## config.mk

```make
export PLATFORM = sky130hd
export DESIGN_NAME = pointer_event_fifo_device
export DESIGN_NICKNAME = d
export VERILOG_FILES = /design/src/rtl/pefd_pkg.sv /design/src/rtl/pointer_event_fifo_device.sv
export SDC_FILE = /design/constraint.sdc
export NUM_CORES = 1
export LEC_CHECK = 0
export BUFFER_PORTS_ARGS = -buffer_cell sky130_fd_sc_hd__buf_2
export CORE_MARGIN = 2
export CORE_UTILIZATION = 45
export CTS_BUF_LIST = sky130_fd_sc_hd__clkbuf_8
export DETAILED_ROUTE_END_ITERATION = 7
export GPL_ROUTABILITY_DRIVEN = 0
export GPL_TIMING_DRIVEN = 0
export SETUP_SLACK_MARGIN = 0.5
export SYNTH_ARGS = -nofsm -noshare
export SYNTH_HDL_FRONTEND = slang
export SYNTH_SLANG_ARGS = --single-unit
```

## constraint.sdc

```tcl
create_clock -name clk -period 14.46 [get_ports clk]
set_input_delay 1.446 -clock clk [delete_from_list [all_inputs] [get_ports clk]]
set_output_delay 1.446 -clock clk [all_outputs]
set_load 0.01 [all_outputs]
```

## src/rtl/pefd_pkg.sv

```systemverilog
// ----------------------------------------------------------------------------
// pefd_pkg
// Shared types and constants of the pointer event FIFO device: operation and
// register codes, the sequencer state type and the button-word flag bits.
// ----------------------------------------------------------------------------
package pefd_pkg;

    // Operation codes carried on the op port.
    typedef enum logic [1:0] {
        OP_EVENT = 2'd0,
        OP_WRITE = 2'd1,
        OP_READ  = 2'd2,
        OP_TICK  = 2'd3
    } op_t;

    // Word register indexes of the bus side.
    localparam logic [2:0] IDX_CTRL    = 3'd0;
    localparam logic [2:0] IDX_WIDTH   = 3'd1;
    localparam logic [2:0] IDX_HEIGHT  = 3'd2;
    localparam logic [2:0] IDX_X       = 3'd3;
    localparam logic [2:0] IDX_Y       = 3'd4;
    localparam logic [2:0] IDX_BUTTONS = 3'd5;

    // Configuration register indexes.
    localparam logic CFG_SCREEN_WIDTH  = 1'b0;
    localparam logic CFG_SCREEN_HEIGHT = 1'b1;

    // Data-available flag of the button word and enable bit of control.
    localparam int unsigned AVAIL_POS  = 31;
    localparam int unsigned ENABLE_POS = 0;

    // Field widths of one queued event.
    localparam int unsigned BTN_W   = 8;
    localparam int unsigned COORD_W = 16;
    localparam int unsigned WORD_W  = 32;

    typedef struct packed {
        logic [BTN_W-1:0]   buttons;
        logic [COORD_W-1:0] x;
        logic [COORD_W-1:0] y;
    } event_entry_t;

    // Sequencer states, one-hot.
    typedef enum logic [1:0] {
        ST_IDLE = 2'b01,
        ST_POP  = 2'b10
    } state_t;

endpackage

```

## src/rtl/pointer_event_fifo_device.sv

```systemverilog
// ----------------------------------------------------------------------------
// pointer_event_fifo_device
// Register-mapped pointer input device with an event FIFO held in a
// synchronous memory.
//
// Channel   Signals                                     Direction  Transfer
// command   start, busy, op, reg_index, write_data,     in         start & !busy
//           event_buttons, event_x, event_y
// result    done, read_data, irq_raise                  out        done (1 cycle)
// config    cfg_we, cfg_index, cfg_wdata                in         cfg_we
//
// Every command completes in the cycle it is accepted, except a read of the
// button register while the FIFO holds entries, which waits in the pop state
// for the registered read of the event memory. The result shows on done in
// the cycle after the command's last cycle. Reset clears all control state
// at once; event memory needs no clearing. The receiver cannot stall results.
// ----------------------------------------------------------------------------
module pointer_event_fifo_device #(
    parameter int unsigned QUEUE_DEPTH = 10
) (
    input  logic        clk,
    input  logic        rst_n,
    input  logic        start,
    output logic        busy,
    input  logic [1:0]  op,
    input  logic [2:0]  reg_index,
    input  logic [31:0] write_data,
    input  logic [7:0]  event_buttons,
    input  logic [15:0] event_x,
    input  logic [15:0] event_y,
    output logic        done,
    output logic [31:0] read_data,
    output logic        irq_raise,
    input  logic        cfg_we,
    input  logic        cfg_index,
    input  logic [15:0] cfg_wdata
);
    import pefd_pkg::*;

    localparam int unsigned PTR_W = (QUEUE_DEPTH > 1) ? $clog2(QUEUE_DEPTH) : 1;
    localparam int unsigned CNT_W = $clog2(QUEUE_DEPTH + 1);
    localparam logic [PTR_W-1:0] LAST_SLOT = PTR_W'(QUEUE_DEPTH - 1);
    localparam logic [CNT_W-1:0] FULL_CNT  = CNT_W'(QUEUE_DEPTH);

    // Event memory, written at the tail and read at the head.
    event_entry_t mem [QUEUE_DEPTH];
    event_entry_t mem_rdata_reg;
    logic         mem_we;
    event_entry_t mem_wdata;

    state_t            state_reg,   state_next;
    logic [PTR_W-1:0]  head_reg,    head_next;
    logic [PTR_W-1:0]  tail_reg,    tail_next;
    logic [CNT_W-1:0]  count_reg,   count_next;
    logic [WORD_W-1:0] ctrl_reg,    ctrl_next;
    logic [WORD_W-1:0] x_reg,       x_next;
    logic [WORD_W-1:0] y_reg,       y_next;
    logic [WORD_W-1:0] btn_reg,     btn_next;
    logic              pending_reg, pending_next;
    logic [15:0]       width_reg;
    logic [15:0]       height_reg;
    logic              done_reg,    done_next;
    logic [WORD_W-1:0] rdata_reg,   rdata_next;
    logic              irq_reg,     irq_next;

    logic accept;
    op_t  cmd_op;

    assign busy   = state_reg[1];
    assign accept = start && !busy;
    assign cmd_op = op_t'(op);

    assign done      = done_reg;
    assign read_data = rdata_reg;
    assign irq_raise = irq_reg;

    function automatic logic [PTR_W-1:0] next_slot(input logic [PTR_W-1:0] p);
        next_slot = (p == LAST_SLOT) ? '0 : p + 1'b1;
    endfunction

    // Memory port: write on a queued event, registered read of the head.
    always_ff @(posedge clk)
    begin
        if (mem_we)
        begin
            mem[tail_reg] <= mem_wdata;
        end
        mem_rdata_reg <= mem[head_reg];
    end

    // Configuration registers.
    always_ff @(posedge clk or negedge rst_n)
    begin
        if (!rst_n)
        begin
            width_reg  <= '0;
            height_reg <= '0;
        end
        else if (cfg_we)
        begin
            case (cfg_index)
                CFG_SCREEN_WIDTH:  width_reg  <= cfg_wdata;
                CFG_SCREEN_HEIGHT: height_reg <= cfg_wdata;
                default:           width_reg  <= width_reg;
            endcase
        end
    end

    // Command decode and the pop that completes on the memory data.
    always_comb
    begin
        state_next   = state_reg;
        head_next    = head_reg;
        tail_next    = tail_reg;
        count_next   = count_reg;
        ctrl_next    = ctrl_reg;
        x_next       = x_reg;
        y_next       = y_reg;
        btn_next     = btn_reg;
        pending_next = pending_reg;
        done_next    = 1'b0;
        rdata_next   = '0;
        irq_next     = 1'b0;
        mem_we       = 1'b0;
        mem_wdata    = '{buttons: event_buttons, x: event_x, y: event_y};

        case (state_reg)
            ST_IDLE:
            begin
                if (accept)
                begin
                    done_next = 1'b1;
                    case (cmd_op)
                        OP_EVENT:
                        begin
                            if (ctrl_reg[ENABLE_POS] && count_reg < FULL_CNT)
                            begin
                                mem_we       = 1'b1;
                                tail_next    = next_slot(tail_reg);
                                count_next   = count_reg + 1'b1;
                                pending_next = 1'b1;
                            end
                        end
                        OP_WRITE:
                        begin
                            case (reg_index)
                                IDX_CTRL:
                                begin
                                    ctrl_next    = write_data;
                                    head_next    = '0;
                                    tail_next    = '0;
                                    count_next   = '0;
                                    pending_next = 1'b0;
                                    btn_next     = '0;
                                end
                                IDX_X:       x_next   = write_data;
                                IDX_Y:       y_next   = write_data;
                                IDX_BUTTONS: btn_next = write_data;
                                default:     ;
                            endcase
                        end
                        OP_READ:
                        begin
                            case (reg_index)
                                IDX_CTRL:   rdata_next = ctrl_reg;
                                IDX_WIDTH:  rdata_next = {16'b0, width_reg};
                                IDX_HEIGHT: rdata_next = {16'b0, height_reg};
                                IDX_X:      rdata_next = x_reg;
                                IDX_Y:      rdata_next = y_reg;
                                IDX_BUTTONS:
                                begin
                                    if (count_reg != '0)
                                    begin
                                        // Wait in the pop state for the registered head entry.
                                        done_next  = 1'b0;
                                        state_next = ST_POP;
                                    end
                                    else
                                    begin
                                        btn_next            = btn_reg;
                                        btn_next[AVAIL_POS] = 1'b0;
                                        rdata_next          = btn_next;
                                    end
                                end
                                default:    rdata_next = '0;
                            endcase
                        end
                        OP_TICK:
                        begin
                            irq_next     = pending_reg;
                            pending_next = 1'b0;
                        end
                        default: ;
                    endcase
                end
            end
            ST_POP:
            begin
                // Load the oldest entry into the pointer registers.
                btn_next            = {24'b0, mem_rdata_reg.buttons};
                btn_next[AVAIL_POS] = 1'b1;
                x_next              = {16'b0, mem_rdata_reg.x};
                y_next              = {16'b0, mem_rdata_reg.y};
                head_next           = next_slot(head_reg);
                count_next          = count_reg - 1'b1;
                irq_next            = (count_reg > CNT_W'(1));
                rdata_next          = btn_next;
                done_next           = 1'b1;
                state_next          = ST_IDLE;
            end
            default:
            begin
                state_next = ST_IDLE;
            end
        endcase
    end

    // Control and register state.
    always_ff @(posedge clk or negedge rst_n)
    begin
        if (!rst_n)
        begin
            state_reg   <= ST_IDLE;
            head_reg    <= '0;
            tail_reg    <= '0;
            count_reg   <= '0;
            ctrl_reg    <= '0;
            x_reg       <= '0;
            y_reg       <= '0;
            btn_reg     <= '0;
            pending_reg <= 1'b0;
            done_reg    <= 1'b0;
            irq_reg     <= 1'b0;
        end
        else
        begin
            state_reg   <= state_next;
            head_reg    <= head_next;
            tail_reg    <= tail_next;
            count_reg   <= count_next;
            ctrl_reg    <= ctrl_next;
            x_reg       <= x_next;
            y_reg       <= y_next;
            btn_reg     <= btn_next;
            pending_reg <= pending_next;
            done_reg    <= done_next;
            irq_reg     <= irq_next;
        end
    end

    // Result data needs no reset.
    always_ff @(posedge clk)
    begin
        rdata_reg <= rdata_next;
    end

    // The fill count never passes the queue depth.
    a_count_bound: assert property (@(posedge clk) disable iff (!rst_n)
        count_reg <= FULL_CNT)
        else $error("FIFO count above depth");

    // A pop is only started with an entry in the FIFO.
    a_pop_nonempty: assert property (@(posedge clk) disable iff (!rst_n)
        (state_reg == ST_POP) |-> (count_reg != '0))
        else $error("pop with empty FIFO");

    // A pop always produces its result in the next cycle.
    a_pop_done: assert property (@(posedge clk) disable iff (!rst_n)
        (state_reg == ST_POP) |=> (done_reg && state_reg == ST_IDLE))
        else $error("pop did not complete");

    // Head and tail meet exactly when the FIFO is empty or full.
    a_ptr_meet: assert property (@(posedge clk) disable iff (!rst_n)
        (count_reg == '0 || count_reg == FULL_CNT) |-> (head_reg == tail_reg))
        else $error("pointers disagree with count");

    // An interrupt only goes out with a result.
    a_irq_done: assert property (@(posedge clk) disable iff (!rst_n)
        irq_reg |-> done_reg)
        else $error("interrupt without result");

endmodule

```

==> impl_metrics.py <==
metrics = {
    "synthesis": {
        "netlist_top_cells_area": "edfxtp_1, dfrtp_1, mux4_2, dfxtp_1, mux2_2",
        "synth.yosys.seq_area_share": 0.705,
        "syn_nets": 1723,
        "syn_inst": 1617,
        "synth_top_area_share": 0.474,
        "synth-edff-count": 400,
        "yosysWarnings": 0,
        "ys_seq_elements": 648,
        "yosysTopAreaCell": "edfxtp_1",
        "netlist_area_sq_mm": 0.0253,
        "avgSynthCellArea_sq_um": 15.7,
        "synthArstFlopShare": 0.272,
        "synth.distinct_cells": 58,
        "yosys_most_used_dff": "edfxtp_1",
    },
    "setup_path": {
        "crit_type": "register to register",
        "critPathLaunchType": "register",
        "required_ns": 14.86,
        "crit_path_end": "mem[0][21]",
        "cp_max_fo": 10,
        "critPathArrivalTime_ns": 4.06,
        "rr_endpoint": "mem[0][21]",
        "timing.rr.start": "state_reg[1]",
        "r2r_cells": 8,
        "rrSetupSlack_ns": 10.80,
        "critPathCaptureType": "register",
        "cp-startpoint": "state_reg[1]",
    },
    "clock_tree": {
        "root_buffer": "clkbuf_8",
        "postCtsResizedCells": 0,
        "cts_num_sinks": 648,
        "postCtsSetupRepairBufs": 0,
        "clkLatencyLatePin_ns": 0.71,
        "cts_tree": "yes",
        "cts_max_path_buffers": 3,
        "cts_inserted_buffers": 105,
        "cts_hold_buf": 0,
        "clk_pin_slew_ns": 0.07,
        "cts.htree.levels": 3,
    },
    "floorplanning": {
        "dieArea_sq_mm": 0.0582,
        "num_rows": 86,
        "pin_count": 133,
        "fp.dieH_microns": 241,
        "die_x_microns": 241,
        "coreArea_sq_mm": 0.0554,
        "start_util": 0.457,
    },
    "sta": {
        "relSlewSlack": 0.426,
        "drv_slew": 0,
        "fin_tns_setup_ns": 0,
        "hold_ws_ns": 0.478,
        "period_share": 0.253,
        "hold_violations": 0,
        "finalSetupViolCount": 0,
        "worstMarginPinSlew_ns": 0.856,
        "max_freq_mhz": 273,
        "rsz0062_at_grt": "no",
        "skew_ns": 0.0333,
        "fin_crit_ns": 3.66,
    },
    "detailed_routing": {
        "antenna_left": 0,
        "num_vias": 14900,
        "first_pass_iters": 8,
        "viasPerCell": 5.48,
        "drt-initial-drc-count": 1293,
        "drcViolationCount": 0,
        "drt-wirelength-per-cell_microns": 23.5,
        "drt-total-wl_mm": 64.2,
    },
    "grt": {
        "grt_pass1_wl_mm": 95.6,
        "overflow": 0,
        "antenna_found_initial": 11,
        "met1_usage": 0.295,
        "grt_usage": 0.224,
        "first_global_vias": 15300,
        "grt-busiest-layer": "met2",
        "grt_max_degree": 121,
        "met3_usage": 0.0461,
        "met2_usage": 0.376,
    },
    "place": {
        "dpl.hpwl_mm": 43.1,
        "io_buffers": 131,
    },
    "final_layout": {
        "drive_gt1_frac": 0.271,
        "syn_to_final_growth_pct": 16.3,
        "multi_input_area_sq_mm": 0.00696,
        "fillers": 4665,
        "ff_latch_area_sq_mm": 0.0179,
        "largest_reg_flops": 400,
        "nNetsFinal": 1991,
    },
    "power": {
        "p_leak_nw": 10.9,
        "power_mw": 4.22,
        "irDropWorstVdd_mv": 0.0747,
        "powerDensity_mw_per_mm2": 143,
    },
    "min_path": {
        "hold_path_class": "register to register",
    },
    "outcome": {
        "status": "completed",
    },
    "run": {
        "max_cap_violations": 0,
    },
}
-- where the power goes --
| group | internal, mW | leakage [nW] | switching (mW) |
|---|---|---|---|
| logic | 0.194 | 3.26 | 0.274 |
| registers | 2.15 | 6.44 | 0.102 |
| clock network | 0.776 | 1.19 | 0.723 |
-- critical path, cell delays in order, from the launching register on --
cell and delay [ns]:
dfrtp_1 0.44, inv_1 0.11, ha_1 0.29, and3b_1 0.32
nand4_1 0.37, or3_1 0.60, nor3_2 0.70, buf_6 0.26
buf_4 0.23
-- cell usage in the layout, fill, tap and decap left out, types with 62 or more instances in the layout --
cell type,netlist,routed
edfxtp_1,400,400
dfrtp_1,175,175
buf_2,40,170
nand2_1,147,147
clkbuf_8,0,116
o21ai_0,101,101
mux4_2,87,87
a21oi_1,84,84
dfxtp_1,72,72
mux2_2,64,64
nor2b_1,62,62
-- Yosys cell counts (all sizes together) (3+ instances only) --
cell type / number
a221oi: 19
o21bai: 3
a211oi: 41
inv: 10
a21o: 4
a21oi: 84
nand2b: 8
a222oi: 9
dfrtp: 175
nor2: 64
mux2i: 55
a22oi: 26
o22ai: 5
mux4: 87
dfxtp: 72
nor3: 5
ha: 8
nand3b: 3
mux2: 67
edfxtp: 400
o21ai: 103
nor2b: 62
buf: 65
o31ai: 20
nand3: 6
nand2: 147
nor4: 3
and2: 3
a22o: 4
clkbuf: 38
o221ai: 3
-- per-layer routing --
layer,part of all wire,vias up
met4,0.021,6
li1,-,6728
met1,0.42,7613
met3,0.061,103
met2,0.50,489
met5,0.00062,-
-- layout make-up --
class                           instances  area share
Sequential cell                       648       0.607
Clock buffer                          116      0.0542
Antenna cell                            4    0.000340
Inverter                               10     0.00127
Tap cell                              748      0.0318
Clock inverter                         79      0.0141
Multi-Input combinational cell        856       0.236
Buffer                                103      0.0182
Timing Repair Buffer                  161      0.0372
-- cells by family (layout without fill, tap and decap cells) --
| family | after synthesis | count (layout) | synth area share |
|---|---|---|---|
| DFF | 648 | 648 | 0.705 |
| AOI/OAI and AO/OA | 324 | 324 | 0.0806 |
| and+or+nand+nor | 315 | 315 | 0.0588 |
| muxes | 209 | 209 | 0.129 |
| buffers and inverters | 113 | 469 | 0.0226 |
| adders and majority gates | 8 | 8 | 0.00395 |
| other | 0 | 4 | 0 |
-- worst min-delay path by stage --
stage | startpoint | end | slack (ns) | depth (start not counted)
2_1_floorplan | mem_rdata_reg[33] | read_data[1] | 0.43 | 2
3_3_place_gp | btn_reg[16] | btn_reg[16] | 0.46 | 2
3_5_place_dp | x_reg[5] | x_reg[5] | 0.47 | 2
4_1_cts | x_reg[0] | x_reg[0] | 0.48 | 2
5_1_grt | y_reg[19] | y_reg[19] | 0.50 | 2
6_report | x_reg[5] | x_reg[5] | 0.48 | 2
-- per-stage QoR --
step	setup slack, ns	cells	util	cell area [sq um]
after global routing	10.56	2724	0.531	29400
after floorplan	8.13	1617	-	25300
after detailed placement	10.08	2526	0.495	27400
after CTS	10.78	2721	0.531	29400
after global placement	4.33	2496	0.486	26900
final	10.80	2725	0.531	29400
No activity file was read; power rests on OpenSTA's default activity.
